File: config.mk
export PLATFORM = sky130hd
export DESIGN_NAME = slew_limited_speed_estimator_unit
export DESIGN_NICKNAME = d
export VERILOG_FILES = /design/src/rtl/slse_pkg.sv /design/src/rtl/slse_div.sv /design/src/rtl/slew_limited_speed_estimator_unit.sv
export SDC_FILE = /design/constraint.sdc
export NUM_CORES = 2
export LEC_CHECK = 0
export ABC_AREA = 1
export BUFFER_PORTS_ARGS = -buffer_cell sky130_fd_sc_hd__buf_2
export CAP_MARGIN = 5
export CORE_MARGIN = 2
export CORE_UTILIZATION = 25
export CTS_CLUSTER_DIAMETER = 150
export DETAILED_ROUTE_END_ITERATION = 10
export GPL_TIMING_DRIVEN = 0
export SLEW_MARGIN = 10
export SYNTH_ARGS = -nofsm -noshare
export SYNTH_HDL_FRONTEND = slang
export SYNTH_SLANG_ARGS = --single-unit
File: constraint.sdc
create_clock -name i_clk -period 5.3 [get_ports i_clk]
set_input_delay 0.53 -clock i_clk [delete_from_list [all_inputs] [get_ports i_clk]]
set_output_delay 0.53 -clock i_clk [all_outputs]
set_load 0.01 [all_outputs]
File: src/rtl/slse_pkg.sv
// ----------------------------------------------------------------------------
// Slew-limited speed estimator package
// Widths, reset values and register indexes shared by the estimator files.
// ----------------------------------------------------------------------------
package slse_pkg;

    localparam int unsigned TIME_W     = 32;
    localparam int unsigned POS_W      = 32;
    localparam int unsigned SPEED_W    = 32;
    localparam int unsigned DIFF_W     = POS_W + 1;
    localparam int unsigned DIVIDEND_W = 42;
    localparam int unsigned DIVISOR_W  = TIME_W;
    localparam int unsigned THR_W      = 31;
    localparam int unsigned LIMIT_W    = 8;
    localparam int unsigned CFG_IDX_W  = 2;
    localparam int unsigned CFG_DATA_W = 31;

    localparam logic [THR_W-1:0]     THR_RESET   = 31'd655360;
    localparam logic [LIMIT_W-1:0]   LIMIT_RESET = 8'd200;
    localparam logic [CFG_IDX_W-1:0] CFG_SLEW    = 2'd0;
    localparam logic [CFG_IDX_W-1:0] CFG_STALE   = 2'd1;

endpackage

File: src/rtl/slse_div.sv
// ----------------------------------------------------------------------------
// Slew-limited speed estimator serial divider
// Restoring unsigned divider that produces one quotient bit per cycle.
// ----------------------------------------------------------------------------
module slse_div (
    input  logic                                i_clk,
    input  logic                                i_rst_n,
    input  logic                                i_start,
    input  logic [slse_pkg::DIVIDEND_W-1:0]     i_dividend,
    input  logic [slse_pkg::DIVISOR_W-1:0]      i_divisor,
    output logic                                o_done,
    output logic [slse_pkg::DIVIDEND_W-1:0]     o_quotient
);

    localparam int unsigned CNT_W = $clog2(slse_pkg::DIVIDEND_W);
    localparam logic [CNT_W-1:0] CNT_LAST = CNT_W'(slse_pkg::DIVIDEND_W - 1);

    logic                                r_busy;
    logic                                r_done;
    logic [CNT_W-1:0]                    r_cnt;
    logic [slse_pkg::DIVIDEND_W-1:0]     r_num;
    logic [slse_pkg::DIVISOR_W:0]        r_rem;
    logic [slse_pkg::DIVISOR_W-1:0]      r_div;
    logic [slse_pkg::DIVISOR_W:0]        n_shift;
    logic                                n_fit;

    assign n_shift = {r_rem[slse_pkg::DIVISOR_W-1:0], r_num[slse_pkg::DIVIDEND_W-1]};
    assign n_fit   = (n_shift >= {1'b0, r_div});

    always_ff @(posedge i_clk) begin
        if (!i_rst_n) begin
            r_busy <= 1'b0;
            r_done <= 1'b0;
            r_cnt  <= '0;
        end else begin
            r_done <= 1'b0;
            if (i_start) begin
                r_busy <= 1'b1;
                r_cnt  <= CNT_LAST;
            end else if (r_busy) begin
                r_cnt <= r_cnt - 1'b1;
                if (r_cnt == '0) begin
                    r_busy <= 1'b0;
                    r_done <= 1'b1;
                end
            end
        end
    end

    always_ff @(posedge i_clk) begin
        if (i_start) begin
            r_num <= i_dividend;
            r_rem <= '0;
            r_div <= i_divisor;
        end else if (r_busy) begin
            r_num <= {r_num[slse_pkg::DIVIDEND_W-2:0], n_fit};
            r_rem <= n_fit ? (n_shift - {1'b0, r_div}) : n_shift;
        end
    end

    assign o_done     = r_done;
    assign o_quotient = r_num;

endmodule

File: src/rtl/slew_limited_speed_estimator_unit.sv
// ----------------------------------------------------------------------------
// Slew-limited speed estimator
// Finite-difference speed from timestamped positions, saturated, slew
// limited and forced to zero when timestamps go stale.
// ----------------------------------------------------------------------------
// Sequence: a new timestamp passes ST_ABS, ST_MUL_A, ST_MUL_B, ST_LOAD, the
// 42-step serial divider in ST_DIV, ST_SAT, ST_DELTA, ST_STEP and ST_FINISH;
// a repeated timestamp goes straight to ST_FINISH. One item at a time: no new
// item is taken until ST_IDLE, and ST_FINISH waits while a result is stalled.
// Reset: synchronous active-low reset clears the state and loads the
// register defaults of 10.0 for the slew threshold and 200 for the limit.
// ----------------------------------------------------------------------------
module slew_limited_speed_estimator_unit (
    input  logic                                    i_clk,
    input  logic                                    i_rst_n,
    input  logic                                    i_valid,
    output logic                                    o_stall,
    input  logic [slse_pkg::TIME_W-1:0]             i_timestamp_ms,
    input  logic signed [slse_pkg::POS_W-1:0]       i_position,
    output logic                                    o_valid,
    input  logic                                    i_stall,
    output logic signed [slse_pkg::SPEED_W-1:0]     o_speed_out,
    input  logic                                    i_cfg_valid,
    output logic                                    o_cfg_ready,
    input  logic [slse_pkg::CFG_IDX_W-1:0]          i_cfg_index,
    input  logic [slse_pkg::CFG_DATA_W-1:0]         i_cfg_data
);

    typedef enum logic [3:0] {
        ST_IDLE,
        ST_ABS,
        ST_MUL_A,
        ST_MUL_B,
        ST_LOAD,
        ST_DIV,
        ST_SAT,
        ST_DELTA,
        ST_STEP,
        ST_FINISH
    } t_state;

    localparam int unsigned DW  = slse_pkg::DIVIDEND_W;
    localparam int unsigned SW  = slse_pkg::SPEED_W;
    localparam int unsigned LW  = slse_pkg::LIMIT_W;
    localparam int unsigned CW  = SW + 2;

    t_state                              r_state;
    logic [slse_pkg::THR_W-1:0]          r_thr;
    logic [LW-1:0]                       r_limit;
    logic [slse_pkg::TIME_W-1:0]         r_prev_time;
    logic signed [slse_pkg::POS_W-1:0]   r_prev_pos;
    logic signed [SW-1:0]                r_filt;
    logic [LW-1:0]                       r_stale;
    logic                                r_new;
    logic [slse_pkg::TIME_W-1:0]         r_dt;
    logic [slse_pkg::DIFF_W-1:0]         r_diff;
    logic                                r_neg;
    logic [slse_pkg::DIFF_W-1:0]         r_mag;
    logic [DW-1:0]                       r_acc;
    logic signed [SW-1:0]                r_raw;
    logic signed [CW-1:0]                r_delta;
    logic                                r_out_valid;
    logic signed [SW-1:0]                r_speed;

    logic                                div_start;
    logic                                div_done;
    logic [DW-1:0]                       div_quot;
    logic [LW-1:0]                       n_stale;
    logic                                n_big;
    logic signed [CW-1:0]                n_thr;
    logic                                n_accept;

    assign n_accept  = i_valid && (r_state == ST_IDLE);
    assign div_start = (r_state == ST_LOAD);
    assign n_big     = (div_quot[DW-1:SW-1] != '0);
    assign n_thr     = $signed({3'b000, r_thr});

    always_comb begin
        if (r_new) begin
            n_stale = '0;
        end else if (r_stale == {LW{1'b1}}) begin
            n_stale = r_stale;
        end else begin
            n_stale = r_stale + 1'b1;
        end
    end

    slse_div u_div (
        .i_clk      (i_clk),
        .i_rst_n    (i_rst_n),
        .i_start    (div_start),
        .i_dividend (r_acc),
        .i_divisor  (r_dt),
        .o_done     (div_done),
        .o_quotient (div_quot)
    );

    always_ff @(posedge i_clk) begin
        if (!i_rst_n) begin
            r_state     <= ST_IDLE;
            r_thr       <= slse_pkg::THR_RESET;
            r_limit     <= slse_pkg::LIMIT_RESET;
            r_prev_time <= '0;
            r_prev_pos  <= '0;
            r_filt      <= '0;
            r_stale     <= '0;
            r_new       <= 1'b0;
            r_out_valid <= 1'b0;
        end else begin
            if (r_out_valid && !i_stall && (r_state != ST_FINISH)) begin
                r_out_valid <= 1'b0;
            end
            if (i_cfg_valid) begin
                unique case (i_cfg_index)
                    slse_pkg::CFG_SLEW:  r_thr   <= i_cfg_data[slse_pkg::THR_W-1:0];
                    slse_pkg::CFG_STALE: r_limit <= i_cfg_data[LW-1:0];
                    default: ;
                endcase
            end
            unique case (r_state)
                ST_IDLE: begin
                    if (n_accept) begin
                        r_new  <= (i_timestamp_ms != r_prev_time);
                        r_dt   <= i_timestamp_ms - r_prev_time;
                        r_diff <= {i_position[SW-1], i_position}
                                - {r_prev_pos[SW-1], r_prev_pos};
                        if (i_timestamp_ms != r_prev_time) begin
                            r_prev_time <= i_timestamp_ms;
                            r_prev_pos  <= i_position;
                            r_state     <= ST_ABS;
                        end else begin
                            r_state <= ST_FINISH;
                        end
                    end
                end
                ST_ABS: begin
                    r_neg   <= r_diff[slse_pkg::DIFF_W-1];
                    r_mag   <= r_diff[slse_pkg::DIFF_W-1] ? (~r_diff + 1'b1) : r_diff;
                    r_state <= ST_MUL_A;
                end
                ST_MUL_A: begin
                    r_acc   <= (DW'(r_mag) << 10) - (DW'(r_mag) << 4);
                    r_state <= ST_MUL_B;
                end
                ST_MUL_B: begin
                    r_acc   <= r_acc - (DW'(r_mag) << 3);
                    r_state <= ST_LOAD;
                end
                ST_LOAD: begin
                    r_state <= ST_DIV;
                end
                ST_DIV: begin
                    if (div_done) begin
                        r_state <= ST_SAT;
                    end
                end
                ST_SAT: begin
                    if (n_big) begin
                        r_raw <= r_neg ? {1'b1, {(SW-1){1'b0}}} : {1'b0, {(SW-1){1'b1}}};
                    end else if (r_neg) begin
                        r_raw <= -$signed(div_quot[SW-1:0]);
                    end else begin
                        r_raw <= $signed(div_quot[SW-1:0]);
                    end
                    r_state <= ST_DELTA;
                end
                ST_DELTA: begin
                    r_delta <= CW'(r_raw) - CW'(r_filt);
                    r_state <= ST_STEP;
                end
                ST_STEP: begin
                    if (r_delta < -n_thr) begin
                        r_filt <= r_filt - $signed({1'b0, r_thr});
                    end else if (r_delta > n_thr) begin
                        r_filt <= r_filt + $signed({1'b0, r_thr});
                    end else begin
                        r_filt <= r_raw;
                    end
                    r_state <= ST_FINISH;
                end
                ST_FINISH: begin
                    if (!r_out_valid || !i_stall) begin
                        r_stale     <= n_stale;
                        r_out_valid <= 1'b1;
                        if (n_stale > r_limit) begin
                            r_filt  <= '0;
                            r_speed <= '0;
                        end else begin
                            r_speed <= r_filt;
                        end
                        r_state <= ST_IDLE;
                    end
                end
                default: r_state <= ST_IDLE;
            endcase
        end
    end

    assign o_stall     = (r_state != ST_IDLE);
    assign o_valid     = r_out_valid;
    assign o_speed_out = r_speed;
    assign o_cfg_ready = 1'b1;

endmodule
; ---- After elaboration in Yosys (flattened, before gate mapping)
; Index checks and enable logic that the tools add are counted.
[word_totals]
output_inout_bits = 35
inputBits = 102
reg_bits = 502
word_cells = 119
[classes]
n_bitwise = 3
add_sub_neg = 13
n_reduce_logical = 29
n_eq_ne = 16
muxes = 29
order_cmp = 4
[ops]
columns = operator, n
row1 = $mux W32, 9
row2 = $sub A32 B32 Y32, 3
row3 = $mux W42, 2
row4 = $pmux W42 S2, 1
row5 = $sub A32 B32 Y33, 2
row6 = $pmux W32 S2, 1
row7 = $sub A42 B36 Y42, 1
row8 = $sub A42 B37 Y42, 1
row9 = $pmux W4 S10, 1
row10 = $gt A34 B32 Y1, 1
row11 = $lt A34 B34 Y1, 1
row12 = $neg A31 Y34, 1
row13 = $add A33 B1 Y33 const B, 1
row14 = $ge A33 B32 Y1, 1
row15 = $not A33 Y33, 1
row16 = $add A32 B32 Y32, 1
row17 = $ne A32 B32 Y1, 1
row18 = $neg A32 Y32, 1
row19 = $reduce_and A2 Y1, 9
row20 = $eq A4 B3 Y1 const B, 4
row21 = $mux W4, 4
row22 = $mux W8, 2
row23 = $mux W6, 2
row24 = $reduce_and A3 Y1, 4
row25 = 24 further kinds, 39

; ---- Longest topological paths before layout
[logic_depth]
ltp_word = 7
mapped_depth = 30
ltp_nobuf = 29

; ---- Cells and area by module
; Synthesis repeated with hierarchy kept, for this count alone.
[hier_totals]
hier_cells = 5506
area_unflattened_um2 = 38931.1
[by_module_without_submodules]
columns = module, cells_per_inst, instances, area_each_um2
row1 = slew_limited_speed_estimator_unit, 4485, 1, 31655.4
row2 = slse_div, 1021, 1, 7275.7

; ---- Worst setup path before layout
; Ideal clock, no wire load.
[synth_path]
path_kind = input to register
start = input i_rst_n
end = register r_diff[0] (netlist name) (enable)
t_required_ns = 4.811
setup_time_ns = 0.489
n_path_buf = 2
stages = 4
setup_slack_ns = 0.885
t_arrival_ns = 3.926
cell_sequence = clkbuf_1 -> clkinv_1 -> clkbuf_1 -> nor2_1
[synth_via]
elab_chain_len = 1
[synth_rtl]
columns = item, line_no
row1 = from (decl), slew_limited_speed_estimator_unit.sv:15  ; input logic i_rst_n,
row2 = $reduce_and A3 Y1 (no source line), n/a
row3 = to (signal assigned), slew_limited_speed_estimator_unit.sv:125  ; r_diff <= {i_position[SW-1], i_position}
row4 = to (decl), slew_limited_speed_estimator_unit.sv:56  ; logic [slse_pkg::DIFF_W-1:0] r_diff;
; No other way between the ends.
; A chain may end at the register's enable or synchronous reset.

; ---- Final worst setup path
[layout_path]
start = register r_thr[1] (netlist name)
end = register r_filt[25]
[layout_via]
elab_chain_len = 4
word_cells_on_any_way = 8
cone_classes = 3 x add/sub / 2 x order compare / 3 x mux
[layout_rtl]
columns = item, line_no
row1 = from (decl), slew_limited_speed_estimator_unit.sv:48  ; logic [slse_pkg::THR_W-1:0] r_thr;
row2 = from (signal assigned), slew_limited_speed_estimator_unit.sv:101  ; r_thr <= slse_pkg::THR_RESET;
row3 = from (signal assigned), slew_limited_speed_estimator_unit.sv:115  ; slse_pkg::CFG_SLEW: r_thr <= i_cfg_data[slse_pkg::THR_W-1:0];
row4 = $neg A31 Y34 (tied with other cells), slew_limited_speed_estimator_unit.sv:172  ; if (r_delta < -n_thr) begin
row5 = $lt A34 B34 Y1 / $mux W32 (equally long branches), "slew_limited_speed_estimator_unit.sv:172, slew_limited_speed_estimator_unit.sv:174"
row6 = $mux W32 (*), slew_limited_speed_estimator_unit.sv:172
row7 = $pmux W32 S2 (*), slew_limited_speed_estimator_unit.sv:120  ; unique case (r_state)
row8 = to (signal assigned), slew_limited_speed_estimator_unit.sv:173  ; r_filt <= r_filt - $signed({1'b0, r_thr});
row9 = to (signal assigned), slew_limited_speed_estimator_unit.sv:175  ; r_filt <= r_filt + $signed({1'b0, r_thr});
row10 = to (signal assigned), slew_limited_speed_estimator_unit.sv:177  ; r_filt <= r_raw;
row11 = to (decl), slew_limited_speed_estimator_unit.sv:52  ; logic signed [SW-1:0] r_filt;
; Every way passes the cells marked *; elsewhere a longest branch is shown, timed or not.

==> results.md <==
* Buffers on Ports at approximately 130
* Drc violations at 0
* CP Capture Type: flop
* Library cell occupying the most area in the post-synthesis netlist: edfxtp_1
* Synthesized-area fraction occupied by ao, oa, aoi and oai cells at 0.167
* Prevailing post-synth register cell: edfxtp_1
* Crit path DAT at around 5.4 ns
* Clock insertion delay at the later pin of the skew report at 0.71 ns
* Post-Synthesis Cell Area at 38400 µm²
* Initial standard-cell utilization of the core at 0.252
* Sink Count at 498
* Adder-Cell Fraction of Synth Area at 0.110
* Fraction of final layout cells sized beyond drive strength 1 at 0.0696
* Transition at the pin with the smallest max-transition slack at between 1 and 1.5 ns
* Area of the die at ~160000 µm²
* Number of setup buffers added after CTS at 0
* Cell at the root of the clock tree: clkbuf_16
* I/O pin count at 137
* Area grow syn2layout at 14.4%
* Die X at 396 µm
* Residual antenna-violating net count after detailed routing at 0
* Worst setup path class: flop to flop
* FP Rows at ~140
* RSZ-0062 raised after global routing: false
* Final-report hold violation count at 0
* Number of warning messages in the yosys log at 0
* Leading cell types by total area after synthesis: edfxtp_1 24%, nand2_1 12%, ha_1 11%
* Dominant combinational cell family by area after synthesis: simple AND/OR/NAND/NOR gates
* Cts bufs inserted at 61
* Number of vias after detailed routing at 36.1k
* Number of library cell types mapped by synthesis at 67
* Drt first pass iters at 8
* Filler Cells Inserted at around 17k
* Total global routing overflow at 0
* Share of the core filled with cells at 0.289
* NumNets Final at 5973
* Sequential cell area at 13100 µm²
* Multiplexer area fraction after synthesis at 0
* GRT Util Overall at 0.164
* Synthesized area divided by synthesized cell count at 7.21 µm²
* Max-cap violation count at 0
* Wire per inst at 17.4 µm
* Post-synth EDFFs at 309
* Hpwl dp at around 110000 µm
* Worst max-slew margin expressed relative to the limit at 0.231
* Post-synth ARST share at 0
* TritonCTS clock tree: built
* Slew Limit Fails at 0
* Post-Place Setup Slack at a little under 0.6 ns
* Power Density at 293 nW/µm²
* Clock Tree Buf Depth at 3
* Synth Area in Simple Gates at 0.236
* Post-synthesis sequential area ratio at 0.340
* Initial antenna violation count at 15
* Most frequent cells in the layout: 1186 x nand2_1, 775 x inv_1, 519 x a21oi_1, 502 x nor2_1, 392 x o21ai_0
* Number of nets in the synthesized netlist at 5766
* Commonest non-fill, non-tap cell in the layout: nand2_1
* Avg Vias per Cell at 4.73
* First DRT Iteration DRCs at about 2.7k
* Period utilization at 0.900
* Pin count of the biggest net entering global routing at 52
* Hold crit path type: input pin to flop
* Power, Total at ~13 mW
* Critical Path RT at between 5 and 6 ns
* Endpoints failing setup at 0
* Count of state elements after synthesis at 498
* Top achievable clock speed at 210 MHz
* Multi-input combinational cell area at 21800 µm²
* Post-CTS Hold Fix Bufs at 0
* Vertical die dimension at approximately 400 µm
* Final worst path period need at 4.77 ns
* Floorplan Core Area at 152000 µm²
* Final worst clock skew at 0.0513 ns
* Outcome: completed
* Detailed Route WL at 133000 µm
* Critical path fanouts, max at 10
* Number of instances in the synthesized netlist at 5330
* Clock Pin Slew Worst Setup and Hold Paths at 0.06 ns
* Top cell type's share of synthesized area at 0.241
* Wire length of the first global-routing pass at 201000 µm
* Final WS setup at 0.531 ns
* Max rail drop VDD at approximately 0.00029 V
* H-tree depth at 2
* Via count of the first global-routing pass at 34.6k
* Count of instances resized after the clock tree is built at 0
* Parity-gate share of the synthesized area counting xor and xnor cells at 0.0529
* Kind of start point of the critical path: flop
* RD Place Congestion at about 1.1
* Reported leakage power at 19.4 nW
critical path, stage by stage, from the launching register on:
cell,delay (ns)
dfxtp_1,0.34
inv_1,0.25
ha_1,0.26
nand3_2,0.13
or2_4,0.29
inv_2,0.05
nand2_2,0.06
nor2_4,0.17
nand2_1,0.13
nor4_2,0.36
nand2_1,0.21
xor2_1,0.19
ha_1,0.28
nand2_1,0.06
nor2_1,0.11
nand2_1,0.12
nor2_2,0.16
nand3_1,0.16
nand2_1,0.11
nor2_1,0.05
nand3b_1,0.08
nand2_1,0.16
inv_2,0.22
buf_2,0.32
nand2_1,0.09
nand3_1,0.14
nand2_1,0.07
a21oi_1,0.11
sequential cells by signal (all words and copies together), names as in the netlist, 8 cells and up:
register	flops
u_div.o_quotient	42
r_acc	39
r_delta	33
r_diff	33
r_mag	33
o_speed_out	32
r_dt	32
r_filt	32
r_prev_pos	32
r_prev_time	32
r_raw	32
u_div.r_div	32
u_div.r_rem	32
r_thr	31
r_limit	8
r_stale	8
path summary, 6_finish.rpt:
path                            cells after the start                          to                   from  slack [ns]
worst min-delay path                                3  r_prev_pos[0]$_SDFFE_PN0P_          i_position[0]        0.10
worst max-delay path                               27     r_filt[25]$_SDFFE_PN0P_  r_thr[1]$_SDFFE_PN0P_        0.53
worst max register to register                     27     r_filt[25]$_SDFFE_PN0P_  r_thr[1]$_SDFFE_PN0P_        0.53
worst min register to register                      0   u_div.r_div[25]$_DFFE_PP_     r_dt[25]$_DFFE_PP_        0.42
metal layers:
layer	share of wire	routed length, µm	track usage	vias up
li1	-	-	-	18200
met1	0.44	58800	0.218	16600
met2	0.46	61000	0.275	1049
met3	0.058	7630	0.0169	219
met4	0.039	5220	0.0609	4
met5	0.00019	25	0	-
power breakdown:
| part | total [mW] | internal (mW) | leakage, nW | switching, mW |
|---|---|---|---|---|
| registers | 4.73 | 4.53 | 4.36 | 0.202 |
| clock network | 4.44 | 2.58 | 1.03 | 1.86 |
| logic | 3.72 | 1.26 | 14.0 | 2.46 |
| total | 12.9 | 8.37 | 19.4 | 4.52 |
cell families (layout without fill, tap and decap cells):
group | Yosys count | in the layout
compound gates | 1182 | 1182
fa+ha+maj | 334 | 334
flops | 498 | 498
simple gates | 2166 | 2166
other cells | 1 | 4
xor+xnor | 232 | 232
buf+inv | 917 | 1177
cell usage after synthesis, types with 8 or more instances:
library cell / n
nand4_1: 43
buf_2: 49
o21bai_1: 30
o211ai_1: 36
nor3_1: 82
inv_2: 10
nand2_1: 1186
a31oi_1: 43
o21ai_1: 66
a21oi_1: 519
a21o_1: 31
or2_2: 9
o21ai_0: 392
clkbuf_1: 59
buf_6: 13
xnor2_1: 71
nor4_1: 28
dfxtp_1: 189
edfxtp_1: 309
nand3b_1: 8
xor2_1: 161
nor2_1: 506
o21a_1: 12
nand3_1: 250
inv_1: 775
a21boi_0: 15
ha_1: 327
stage by stage:
step	TNS [ns]	instances	area (µm²)	hold WS [ns]
finish	0	7623	44000	0.102
floorplan	0	5330	38400	0.400
CTS	0	7620	44000	0.0484
global route	0	7620	44000	0.0816
global placement	-217.53	7494	41700	0.404
detailed placement	0	7504	41800	0.405
cell type report:
class                           count  share of cell area
Multi-Input combinational cell   3915               0.496
Sequential cell                   498               0.297
Inverter                          791              0.0676
Tap cell                         2030              0.0577
Clock buffer                       77              0.0377
Timing Repair Buffer              144              0.0187
Buffer                            126              0.0147
Clock inverter                     39              0.0109
Antenna cell                        3            0.000171
Power figures use the tool's default switching activity.
